<file path="src/rtl/cbe_pkg.sv">
// ----------------------------------------------------------------------------
// cbe_pkg
// Shared widths, codes and types for the controller binding evaluator.
// ----------------------------------------------------------------------------
package cbe_pkg;

  // raw sample width of axis values and binding range ends
  localparam int AXIS_BITS  = 16;
  // standard axis output width and configuration limit widths
  localparam int OUT_BITS   = 16;
  localparam int LOW_BITS   = 16;
  localparam int LIMIT_BITS = 15;
  localparam int CFG_BITS   = 16;
  localparam int CFG_IDX_BITS = 2;

  // differences of two axis values
  localparam int DIFF_BITS  = AXIS_BITS + 1;
  // magnitude of a range difference, also the divisor width
  localparam int MAG_BITS   = AXIS_BITS;
  // magnitude of the output span (out_max - out_min)
  localparam int SPAN_BITS  = OUT_BITS;
  // signed output-side values before saturation
  localparam int RES_BITS   = OUT_BITS + 2;
  // dividend width and quotient width
  localparam int PROD_BITS  = MAG_BITS + SPAN_BITS;
  localparam int QUO_BITS   = SPAN_BITS;

  // divider: quotient bits resolved per pipeline stage
  localparam int Q_PER_STAGE = 2;
  localparam int DIV_STAGES  = (QUO_BITS + Q_PER_STAGE - 1) / Q_PER_STAGE;

  // input and output stream widths
  localparam int IN_TDATA_BITS  = 64;
  localparam int OUT_TDATA_BITS = 24;

  typedef enum logic [1:0] {
    OP_BUTTON = 2'd0,
    OP_HAT    = 2'd1,
    OP_AXIS   = 2'd2,
    OP_UNUSED = 2'd3
  } cbe_op_t;

  typedef enum logic [CFG_IDX_BITS-1:0] {
    REG_AXIS_LOW  = 2'd0,
    REG_AXIS_HIGH = 2'd1,
    REG_TRIG_HIGH = 2'd2,
    REG_NONE      = 2'd3
  } cbe_reg_t;

  // information that rides along with an item through the divider
  typedef struct packed {
    logic                       use_div;
    logic                       neg_q;
    logic                       pressed;
    logic signed [RES_BITS-1:0] base;
  } cbe_side_t;

endpackage

</file>
<file path="src/rtl/cbe_div.sv">
// ----------------------------------------------------------------------------
// cbe_div
// Pipelined unsigned restoring divider, a fixed number of quotient bits per
// stage, with a side-band struct that travels beside each item.
// ----------------------------------------------------------------------------
module cbe_div (
  input  logic                                 clk,
  input  logic                                 rst_n,
  input  logic                                 adv,
  input  logic                                 in_valid,
  input  logic [cbe_pkg::PROD_BITS-1:0]        num,
  input  logic [cbe_pkg::MAG_BITS-1:0]         den,
  input  cbe_pkg::cbe_side_t                   in_side,
  output logic                                 out_valid,
  output logic [cbe_pkg::QUO_BITS-1:0]         quo,
  output cbe_pkg::cbe_side_t                   out_side
);

  localparam int MB = cbe_pkg::MAG_BITS;
  localparam int QB = cbe_pkg::QUO_BITS;
  localparam int NS = cbe_pkg::DIV_STAGES;

  typedef struct packed {
    logic [MB-1:0] rem;
    logic [QB-1:0] low;
    logic [QB-1:0] quo;
  } div_state_t;

  // a few restoring steps; rem stays below den on entry and exit
  function automatic div_state_t div_steps(div_state_t s, logic [MB-1:0] d);
    div_state_t r;
    logic [MB:0] t;
    r = s;
    for (int i = 0; i < cbe_pkg::Q_PER_STAGE; i++) begin
      t = {r.rem, r.low[QB-1]};
      r.low = {r.low[QB-2:0], 1'b0};
      if (t >= {1'b0, d}) begin
        t = t - {1'b0, d};
        r.quo = {r.quo[QB-2:0], 1'b1};
      end else begin
        r.quo = {r.quo[QB-2:0], 1'b0};
      end
      r.rem = t[MB-1:0];
    end
    return r;
  endfunction

  logic               v_r    [NS];
  div_state_t         st_r   [NS];
  logic [MB-1:0]      den_r  [NS];
  cbe_pkg::cbe_side_t side_r [NS];

  div_state_t         st_in  [NS];
  div_state_t         st_nxt [NS];

  always_comb begin
    st_in[0].rem = num[cbe_pkg::PROD_BITS-1:QB];
    st_in[0].low = num[QB-1:0];
    st_in[0].quo = '0;
    st_nxt[0]    = div_steps(st_in[0], den);
    for (int k = 1; k < NS; k++) begin
      st_in[k]  = st_r[k-1];
      st_nxt[k] = div_steps(st_in[k], den_r[k-1]);
    end
  end

  always_ff @(posedge clk) begin
    if (!rst_n) begin
      for (int k = 0; k < NS; k++) begin
        v_r[k] <= 1'b0;
      end
    end else if (adv) begin
      v_r[0] <= in_valid;
      for (int k = 1; k < NS; k++) begin
        v_r[k] <= v_r[k-1];
      end
    end
  end

  always_ff @(posedge clk) begin
    if (adv) begin
      st_r[0]   <= st_nxt[0];
      den_r[0]  <= den;
      side_r[0] <= in_side;
      for (int k = 1; k < NS; k++) begin
        st_r[k]   <= st_nxt[k];
        den_r[k]  <= den_r[k-1];
        side_r[k] <= side_r[k-1];
      end
    end
  end

  assign out_valid = v_r[NS-1];
  assign quo       = st_r[NS-1].quo;
  assign out_side  = side_r[NS-1];

endmodule

</file>
<file path="src/rtl/controller_binding_evaluator.sv">
// ----------------------------------------------------------------------------
// controller_binding_evaluator
// Evaluates one controller binding against its raw control sample per item.
// ----------------------------------------------------------------------------
// Usage: each in_ transfer carries one binding and the current sample of the
// raw control it names (button, hat or axis). Each out_ transfer returns the
// pressed flag and the rescaled standard axis value, one result per item, in
// order. Limits are to be written on the cfg_ port only while no item is in
// flight; the block itself does not enforce this. Pipeline: 4 front stages for
// range, clamp, magnitude and multiply, 8 divider stages resolving 2 quotient
// bits each, 1 output stage for offset and saturation.
// Throughput: one item per cycle while the output is not stalled; the pipeline
// is fully registered and every stage moves together.
// Reset: all valid bits clear and the limits return to -32768 / 32767 /
// 32767. When the receiver holds out_tready low with a result waiting, the
// whole pipeline freezes and in_tready drops; nothing is lost or repeated.
// ----------------------------------------------------------------------------
module controller_binding_evaluator (
  input  logic                                   clk,
  input  logic                                   rst_n,
  // cfg
  input  logic                                   cfg_wr_en,
  input  logic [cbe_pkg::CFG_IDX_BITS-1:0]       cfg_index,
  input  logic [cbe_pkg::CFG_BITS-1:0]           cfg_wdata,
  // input stream
  input  logic                                   in_tvalid,
  output logic                                   in_tready,
  // op[1:0] binding_valid[2] control_present[3] button_level[4]
  // hat_state[8:5] hat_select[12:9] axis_sample[28:13] range_start[44:29]
  // range_end[60:45] out_unipolar[61] out_positive[62] out_negative[63]
  input  logic [cbe_pkg::IN_TDATA_BITS-1:0]      in_tdata,
  // result stream
  output logic                                   out_tvalid,
  input  logic                                   out_tready,
  // pressed[0] axis_out[16:1] zero[23:17]
  output logic [cbe_pkg::OUT_TDATA_BITS-1:0]     out_tdata
);

  localparam int AB = cbe_pkg::AXIS_BITS;
  localparam int DB = cbe_pkg::DIFF_BITS;
  localparam int MB = cbe_pkg::MAG_BITS;
  localparam int SB = cbe_pkg::SPAN_BITS;
  localparam int RB = cbe_pkg::RES_BITS;
  localparam int PB = cbe_pkg::PROD_BITS;
  localparam int QB = cbe_pkg::QUO_BITS;
  localparam int OB = cbe_pkg::OUT_BITS;
  localparam int LB = cbe_pkg::LOW_BITS;
  localparam int HB = cbe_pkg::LIMIT_BITS;

  // ---------------------------------------------------------------- config
  logic signed [LB-1:0] axis_low_limit_r;
  logic [HB-1:0]        axis_high_limit_r;
  logic [HB-1:0]        trigger_high_limit_r;

  always_ff @(posedge clk) begin
    if (!rst_n) begin
      axis_low_limit_r     <= {1'b1, {(LB-1){1'b0}}};
      axis_high_limit_r    <= '1;
      trigger_high_limit_r <= '1;
    end else if (cfg_wr_en) begin
      unique case (cbe_pkg::cbe_reg_t'(cfg_index))
        cbe_pkg::REG_AXIS_LOW:  axis_low_limit_r     <= cfg_wdata[LB-1:0];
        cbe_pkg::REG_AXIS_HIGH: axis_high_limit_r    <= cfg_wdata[HB-1:0];
        cbe_pkg::REG_TRIG_HIGH: trigger_high_limit_r <= cfg_wdata[HB-1:0];
        default: ;
      endcase
    end
  end

  logic signed [RB-1:0] low_ext;
  logic signed [RB-1:0] high_ext;
  logic signed [RB-1:0] trig_ext;

  assign low_ext  = RB'(axis_low_limit_r);
  assign high_ext = signed'({{(RB-HB){1'b0}}, axis_high_limit_r});
  assign trig_ext = signed'({{(RB-HB){1'b0}}, trigger_high_limit_r});

  // ------------------------------------------------------------ flow control
  logic adv;
  logic out_valid_r;

  assign adv       = !out_valid_r || out_tready;
  assign in_tready = adv;

  // ---------------------------------------------------------- input unpack
  cbe_pkg::cbe_op_t     in_op;
  logic                 in_bvalid;
  logic                 in_present;
  logic                 in_button;
  logic [3:0]           in_hat_state;
  logic [3:0]           in_hat_select;
  logic signed [AB-1:0] in_sample;
  logic signed [AB-1:0] in_rs;
  logic signed [AB-1:0] in_re;
  logic                 in_uni;
  logic                 in_pos;
  logic                 in_neg;

  assign in_op         = cbe_pkg::cbe_op_t'(in_tdata[1:0]);
  assign in_bvalid     = in_tdata[2];
  assign in_present    = in_tdata[3];
  assign in_button     = in_tdata[4];
  assign in_hat_state  = in_tdata[8:5];
  assign in_hat_select = in_tdata[12:9];
  assign in_sample     = in_tdata[28:13];
  assign in_rs         = in_tdata[44:29];
  assign in_re         = in_tdata[60:45];
  assign in_uni        = in_tdata[61];
  assign in_pos        = in_tdata[62];
  assign in_neg        = in_tdata[63];

  // ------------------------------------------------ stage 1: range and clamp
  logic signed [RB-1:0] s1_omin_nxt;
  logic signed [RB-1:0] s1_omax_nxt;
  logic signed [AB-1:0] lo;
  logic signed [AB-1:0] hi;
  logic                 below;
  logic                 above;
  logic signed [AB-1:0] s1_c_nxt;

  always_comb begin
    priority if (in_neg) begin
      s1_omin_nxt = '0;
      s1_omax_nxt = low_ext;
    end else if (in_pos) begin
      s1_omin_nxt = '0;
      s1_omax_nxt = high_ext;
    end else if (in_uni) begin
      s1_omin_nxt = '0;
      s1_omax_nxt = trig_ext;
    end else begin
      s1_omin_nxt = low_ext;
      s1_omax_nxt = high_ext;
    end
  end

  always_comb begin
    if (in_rs <= in_re) begin
      lo = in_rs;
      hi = in_re;
    end else begin
      lo = in_re;
      hi = in_rs;
    end
    below = in_sample < lo;
    above = in_sample > hi;
    priority if (below) s1_c_nxt = lo;
    else if (above)     s1_c_nxt = hi;
    else                s1_c_nxt = in_sample;
  end

  logic                 s1_v_r;
  cbe_pkg::cbe_op_t     s1_op_r;
  logic                 s1_bvalid_r;
  logic                 s1_present_r;
  logic                 s1_button_r;
  logic                 s1_hat_hit_r;
  logic                 s1_inrange_r;
  logic signed [AB-1:0] s1_rs_r;
  logic signed [AB-1:0] s1_c_r;
  logic signed [DB-1:0] s1_span_r;
  logic signed [RB-1:0] s1_omin_r;
  logic signed [RB-1:0] s1_omax_r;

  always_ff @(posedge clk) begin
    if (!rst_n) begin
      s1_v_r <= 1'b0;
    end else if (adv) begin
      s1_v_r <= in_tvalid;
    end
  end

  always_ff @(posedge clk) begin
    if (adv) begin
      s1_op_r      <= in_op;
      s1_bvalid_r  <= in_bvalid;
      s1_present_r <= in_present;
      s1_button_r  <= in_button;
      s1_hat_hit_r <= |(in_hat_state & in_hat_select);
      s1_inrange_r <= !below && !above;
      s1_rs_r      <= in_rs;
      s1_c_r       <= s1_c_nxt;
      s1_span_r    <= DB'(in_re) - DB'(in_rs);
      s1_omin_r    <= s1_omin_nxt;
      s1_omax_r    <= s1_omax_nxt;
    end
  end

  // ------------------------------------ stage 2: offsets, half span, |span|
  logic                 s2_v_r;
  cbe_pkg::cbe_op_t     s2_op_r;
  logic                 s2_bvalid_r;
  logic                 s2_present_r;
  logic                 s2_button_r;
  logic                 s2_hat_hit_r;
  logic                 s2_inrange_r;
  logic                 s2_span_neg_r;
  logic                 s2_span_zero_r;
  logic [MB-1:0]        s2_abs_span_r;
  logic signed [DB-1:0] s2_d_r;
  logic signed [DB-1:0] s2_half_r;
  logic signed [RB-1:0] s2_dout_r;
  logic signed [RB-1:0] s2_omin_r;
  logic signed [RB-1:0] s2_omax_r;

  logic signed [DB-1:0] span_rnd;
  logic signed [DB-1:0] span_neg_val;

  // half span truncated toward zero
  assign span_rnd     = s1_span_r + DB'({{(DB-1){1'b0}}, s1_span_r[DB-1]});
  assign span_neg_val = -s1_span_r;

  always_ff @(posedge clk) begin
    if (!rst_n) begin
      s2_v_r <= 1'b0;
    end else if (adv) begin
      s2_v_r <= s1_v_r;
    end
  end

  always_ff @(posedge clk) begin
    if (adv) begin
      s2_op_r        <= s1_op_r;
      s2_bvalid_r    <= s1_bvalid_r;
      s2_present_r   <= s1_present_r;
      s2_button_r    <= s1_button_r;
      s2_hat_hit_r   <= s1_hat_hit_r;
      s2_inrange_r   <= s1_inrange_r;
      s2_span_neg_r  <= s1_span_r[DB-1];
      s2_span_zero_r <= (s1_span_r == '0);
      s2_abs_span_r  <= s1_span_r[DB-1] ? span_neg_val[MB-1:0] : s1_span_r[MB-1:0];
      s2_d_r         <= DB'(s1_c_r) - DB'(s1_rs_r);
      s2_half_r      <= span_rnd >>> 1;
      s2_dout_r      <= s1_omax_r - s1_omin_r;
      s2_omin_r      <= s1_omin_r;
      s2_omax_r      <= s1_omax_r;
    end
  end

  // ---------------------------------- stage 3: pressed, magnitudes, result base
  logic                 pr;
  logic                 axis_pr;
  logic signed [DB-1:0] d_neg;
  logic signed [RB-1:0] dout_neg;
  cbe_pkg::cbe_side_t   s3_side_nxt;

  assign d_neg    = -s2_d_r;
  assign dout_neg = -s2_dout_r;

  always_comb begin
    // within range the clamped offset equals the sample offset from start
    axis_pr = s2_present_r && s2_inrange_r &&
              (s2_span_neg_r ? (s2_d_r <= s2_half_r) : (s2_d_r >= s2_half_r));
    unique case (s2_op_r)
      cbe_pkg::OP_BUTTON: pr = s2_present_r && s2_button_r;
      cbe_pkg::OP_HAT:    pr = s2_present_r && s2_hat_hit_r;
      cbe_pkg::OP_AXIS:   pr = axis_pr;
      default:            pr = 1'b0;
    endcase

    s3_side_nxt.use_div = 1'b0;
    s3_side_nxt.neg_q   = s2_dout_r[RB-1];
    s3_side_nxt.pressed = s2_bvalid_r && pr;
    s3_side_nxt.base    = s2_omin_r;
    if (!s2_bvalid_r) begin
      s3_side_nxt.base = '0;
    end else if (s2_op_r == cbe_pkg::OP_BUTTON || s2_op_r == cbe_pkg::OP_HAT) begin
      s3_side_nxt.base = pr ? s2_omax_r : s2_omin_r;
    end else if (s2_op_r == cbe_pkg::OP_AXIS && s2_present_r) begin
      s3_side_nxt.use_div = !s2_span_zero_r;
    end
  end

  logic               s3_v_r;
  cbe_pkg::cbe_side_t s3_side_r;
  logic [MB-1:0]      s3_abs_d_r;
  logic [SB-1:0]      s3_abs_dout_r;
  logic [MB-1:0]      s3_abs_span_r;

  always_ff @(posedge clk) begin
    if (!rst_n) begin
      s3_v_r <= 1'b0;
    end else if (adv) begin
      s3_v_r <= s2_v_r;
    end
  end

  always_ff @(posedge clk) begin
    if (adv) begin
      s3_side_r     <= s3_side_nxt;
      s3_abs_d_r    <= s2_d_r[DB-1] ? d_neg[MB-1:0] : s2_d_r[MB-1:0];
      s3_abs_dout_r <= s2_dout_r[RB-1] ? dout_neg[SB-1:0] : s2_dout_r[SB-1:0];
      s3_abs_span_r <= s2_abs_span_r;
    end
  end

  // ------------------------------------------------------ stage 4: multiply
  logic               s4_v_r;
  cbe_pkg::cbe_side_t s4_side_r;
  logic [PB-1:0]      s4_prod_r;
  logic [MB-1:0]      s4_den_r;

  always_ff @(posedge clk) begin
    if (!rst_n) begin
      s4_v_r <= 1'b0;
    end else if (adv) begin
      s4_v_r <= s3_v_r;
    end
  end

  always_ff @(posedge clk) begin
    if (adv) begin
      s4_side_r <= s3_side_r;
      s4_prod_r <= PB'(s3_abs_d_r) * PB'(s3_abs_dout_r);
      s4_den_r  <= s3_abs_span_r;
    end
  end

  // ------------------------------------------------------------- divider
  logic               dv_valid;
  logic [QB-1:0]      dv_quo;
  cbe_pkg::cbe_side_t dv_side;

  cbe_div u_div (
    .clk       (clk),
    .rst_n     (rst_n),
    .adv       (adv),
    .in_valid  (s4_v_r),
    .num       (s4_prod_r),
    .den       (s4_den_r),
    .in_side   (s4_side_r),
    .out_valid (dv_valid),
    .quo       (dv_quo),
    .out_side  (dv_side)
  );

  // ------------------------------------------- output: offset and saturate
  logic signed [RB-1:0] q_ext;
  logic signed [RB-1:0] sum;
  logic signed [RB-1:0] res;

  always_comb begin
    q_ext = signed'({{(RB-QB){1'b0}}, dv_quo});
    sum   = dv_side.neg_q ? (dv_side.base - q_ext) : (dv_side.base + q_ext);
    res   = dv_side.base;
    if (dv_side.use_div) begin
      res = sum;
      if (res < low_ext) begin
        res = low_ext;
      end
      if (res > high_ext) begin
        res = high_ext;
      end
    end
  end

  logic          out_pressed_r;
  logic [OB-1:0] out_axis_r;

  always_ff @(posedge clk) begin
    if (!rst_n) begin
      out_valid_r <= 1'b0;
    end else if (adv) begin
      out_valid_r <= dv_valid;
    end
  end

  always_ff @(posedge clk) begin
    if (adv) begin
      out_pressed_r <= dv_side.pressed;
      out_axis_r    <= res[OB-1:0];
    end
  end

  assign out_tvalid = out_valid_r;
  assign out_tdata  = {{(cbe_pkg::OUT_TDATA_BITS-OB-1){1'b0}}, out_axis_r, out_pressed_r};

endmodule
</file>
<file path="config.mk">
export PLATFORM = sky130hd
export DESIGN_NAME = controller_binding_evaluator
export DESIGN_NICKNAME = d
export VERILOG_FILES = /design/src/rtl/cbe_pkg.sv /design/src/rtl/cbe_div.sv /design/src/rtl/controller_binding_evaluator.sv
export SDC_FILE = /design/constraint.sdc
export NUM_CORES = 2
export LEC_CHECK = 0
export BUFFER_PORTS_ARGS = -buffer_cell sky130_fd_sc_hd__clkbuf_2
export CORE_MARGIN = 8
export CORE_UTILIZATION = 60
export DETAILED_ROUTE_END_ITERATION = 10
export PLACE_DENSITY = 0.77
export SETUP_SLACK_MARGIN = 0.02
export SYNTH_ARGS = -nofsm -noshare
export SYNTH_HDL_FRONTEND = slang
export SYNTH_SLANG_ARGS = --single-unit
</file>
<file path="constraint.sdc">
create_clock -name clk -period 32.7 [get_ports clk]
set_input_delay 3.27 -clock clk [delete_from_list [all_inputs] [get_ports clk]]
set_output_delay 3.27 -clock clk [all_outputs]
set_load 0.02 [all_outputs]
</file>
==> impl_metrics.tcl <==
set metrics [dict create \
    cts_setup_buffers 0 \
    synth_ff_type "edfxtp_1" \
    status "finished, final reports clean" \
    cts.htree.levels 3 \
    n_fill_cell 7330 \
    slowest_stage "nor2b_1" \
    post_drt_wl_per_cell_um 19.9 \
    min_path_type "register to register" \
    clkTransAtPathRegs_ps 60 \
    tns_ps 0 \
    ant_nets 0 \
    synth_seq_cells 909 \
    final_common_cell "edfxtp_1" \
    period_needed_ps 8240 \
    path_class "primary input to primary output" \
    synthArstFlopShare 0 \
    cpMostUsedCell "clkbuf_2" \
    first_pass_iters 8 \
    clock_latency_ps 680 \
    slew_headroom 0.211 \
    rsz0062_at_grt "false" \
    cp-start-kind "primary input" \
    cp-end-kind "primary output" \
    gp_congestion 0.917 \
    postCtsHoldBufs 0 \
    viasPerCell 5.95 \
    slowest_delay_ps 800 \
    core-area_um2 98000 \
    hold_viol 0 \
    nNetsFinal 6211 \
    gr-total-overflow 0 \
    fp.dieW_um 330 \
    initial_core_util 0.603 \
    ys_seq_area_frac 0.452 \
    slew_viol_final 0 \
    setup_ws_ps 24460 \
    synth_cell_types 103 \
    dieHeight_um 330 \
    grt_pass1_wl_um 214000 \
    max_clock_freq_mhz 121 \
    synthToLayoutAreaGrowth_pct 8.49 \
    utilization 0.655 \
    num_rows 115 \
    numCtsBuffers 95 \
    clk_path_buf_depth 3 \
    worst_pin_slew_ps 1180 \
    synth_cells 5295 \
    worstPathArrival_ps 4970 \
    num_io_pins 113 \
    vias 40300 \
    port_buffers 105 \
    wl_um 134000 \
    grt_pass1_vias 40100 \
    cts.sinks 909 \
    cts_tree "built" \
    cts-root-buf "clkbuf_16" \
    synth_edf_count 853 \
    dp.final_hpwl_um 99900 \
    ctsResizeCount 0 \
    grt_max_degree 195 \
    fin_area_um2 64200 \
    setup_viol 0 \
    yosysWarnings 0 \
    drtIter0Drc 3335 \
    drc_errors 0 \
    avgSynthCellArea_um2 11.2 \
    pre_cts_ws_ps 24150 \
    crit_chain "clkbuf_2, nor2b_1, inv_8, clkbuf_2" \
    antenna_found_initial 2 \
    drv_cap 0 \
    most-common-layout-cells "edfxtp_1, inv_1, ha_1" \
    drive_gt1_frac 0.0849 \
    die-area_um2 109000 \
    fin_skew_ps 34.2 \
    required_ps 29430 \
    track_usage 0.245 \
    crit_fanout 81 \
    finalCritPeriodShare 0.252 \
    postPlaceCellArea_um2 61000 \
    synth_area_um2 59100 \
]
-- synthesized netlist by cell type (15+ instances only) --
master,n,area share
edfxtp_1,853,0.43
inv_1,589,0.037
ha_1,511,0.11
nand2_1,459,0.029
nor2_1,296,0.019
a21oi_1,246,0.021
xnor2_1,221,0.033
fa_1,213,0.072
o21ai_0,157,0.013
mux2_2,126,0.024
and2_1,123,0.013
a21o_1,122,0.015
clkbuf_1,97,0.0062
o21a_1,87,0.011
nand3_1,81,0.0069
nor2b_1,78,0.0083
nor3_1,75,0.0063
xor2_1,72,0.011
mux2_1,71,0.014
mux2i_1,63,0.011
nand4_1,63,0.0067
dfxtp_1,56,0.019
o211ai_1,54,0.0069
a21boi_0,44,0.0056
nor4_1,39,0.0041
nand2b_1,37,0.0039
a211oi_1,35,0.0044
o31ai_1,34,0.0043
o21ai_1,32,0.0027
and3_1,27,0.0029
a31oi_1,23,0.0024
or3_1,23,0.0024
o21bai_1,16,0.0020
buf_2,15,0.0013
o2bb2ai_1,15,0.0022
-- cells by family (layout without fill, tap and decap cells) --
family,Yosys count,in the layout,share of synthesized area
xor gates and xnor gates,294,294,0.0439
DFF,909,909,0.452
and+or+nand+nor,1367,1367,0.112
muxes,260,260,0.0482
adders and majority gates,724,724,0.180
other,1,8,0.0000634
buffers and inverters,721,897,0.0474
AOI/OAI and AO/OA,1019,1019,0.116
-- area by class of cell --
| cell class | count | area, um2 | area share |
|---|---|---|---|
| Multi-Input combinational cell | 3671 | 29600 | 0.462 |
| Sequential cell | 909 | 26700 | 0.417 |
| Clock buffer | 111 | 2460 | 0.0383 |
| Inverter | 591 | 2230 | 0.0347 |
| Tap cell | 1287 | 1610 | 0.0251 |
| Timing Repair Buffer | 132 | 741 | 0.0115 |
| Clock inverter | 63 | 738 | 0.0115 |
| Antenna cell | 1 | 2.50 | 0.0000390 |
-- worst paths after layout --
kind                             to  depth (start not counted)  slack (ps)          startpoint
hold reg to reg   u_div.st_r[0][19]                          0         410        s4_prod_r[3]
setup reg to reg      out_axis_r[1]                         29       24680  u_div.st_r[1][143]
hold / removal    u_div.st_r[0][19]                          0         410        s4_prod_r[3]
setup / recovery          in_tready                          4       24460          out_tready
-- worst max-delay path, delay by kind of cell --
| family | cells | cell delay [ps] |
|---|---|---|
| simple gates | 1 | 800 |
| buf+inv | 3 | 790 |
-- routing by layer --
| layer | routed length, um | GRT usage |
|---|---|---|
| met5 | 0 | 0 |
| met1 | 56100 | 0.321 |
| met3 | 8330 | 0.0342 |
| met4 | 4530 | 0.0803 |
| met2 | 65500 | 0.420 |
-- through the flow --
step	cells	hold WS, ps
finish	6765	405
global route	6764	413
CTS	6764	395
detailed placement	6590	405
global placement	6590	400
floorplan	5301	400
-- sequential cells by signal, indices dropped and copies added (netlist names), 16 cells and up --
| name | cells |
|---|---|
| s2_d_r | 17 |
| s3_abs_d_r | 16 |
| u_div.den_r | 112 |
| s2_half_r | 16 |
| s2_omin_r | 16 |
| s4_prod_r | 32 |
| axis_low_limit_r | 16 |
| s2_dout_r | 17 |
| s3_abs_span_r | 16 |
| out_axis_r | 16 |
| u_div.side_r | 152 |
| s2_abs_span_r | 16 |
| s2_omax_r | 16 |
| s4_den_r | 16 |
| s3_abs_dout_r | 16 |
| s3_side_r | 19 |
| s1_omin_r | 16 |
| s1_omax_r | 16 |
| s1_span_r | 17 |
| s4_side_r | 19 |
| u_div.st_r | 240 |
| s1_c_r | 16 |
| s1_rs_r | 16 |
Power is left out: the tool's default activity adds up to more than one toggle a clock period on the data nets, which glitch-free logic cannot reach.
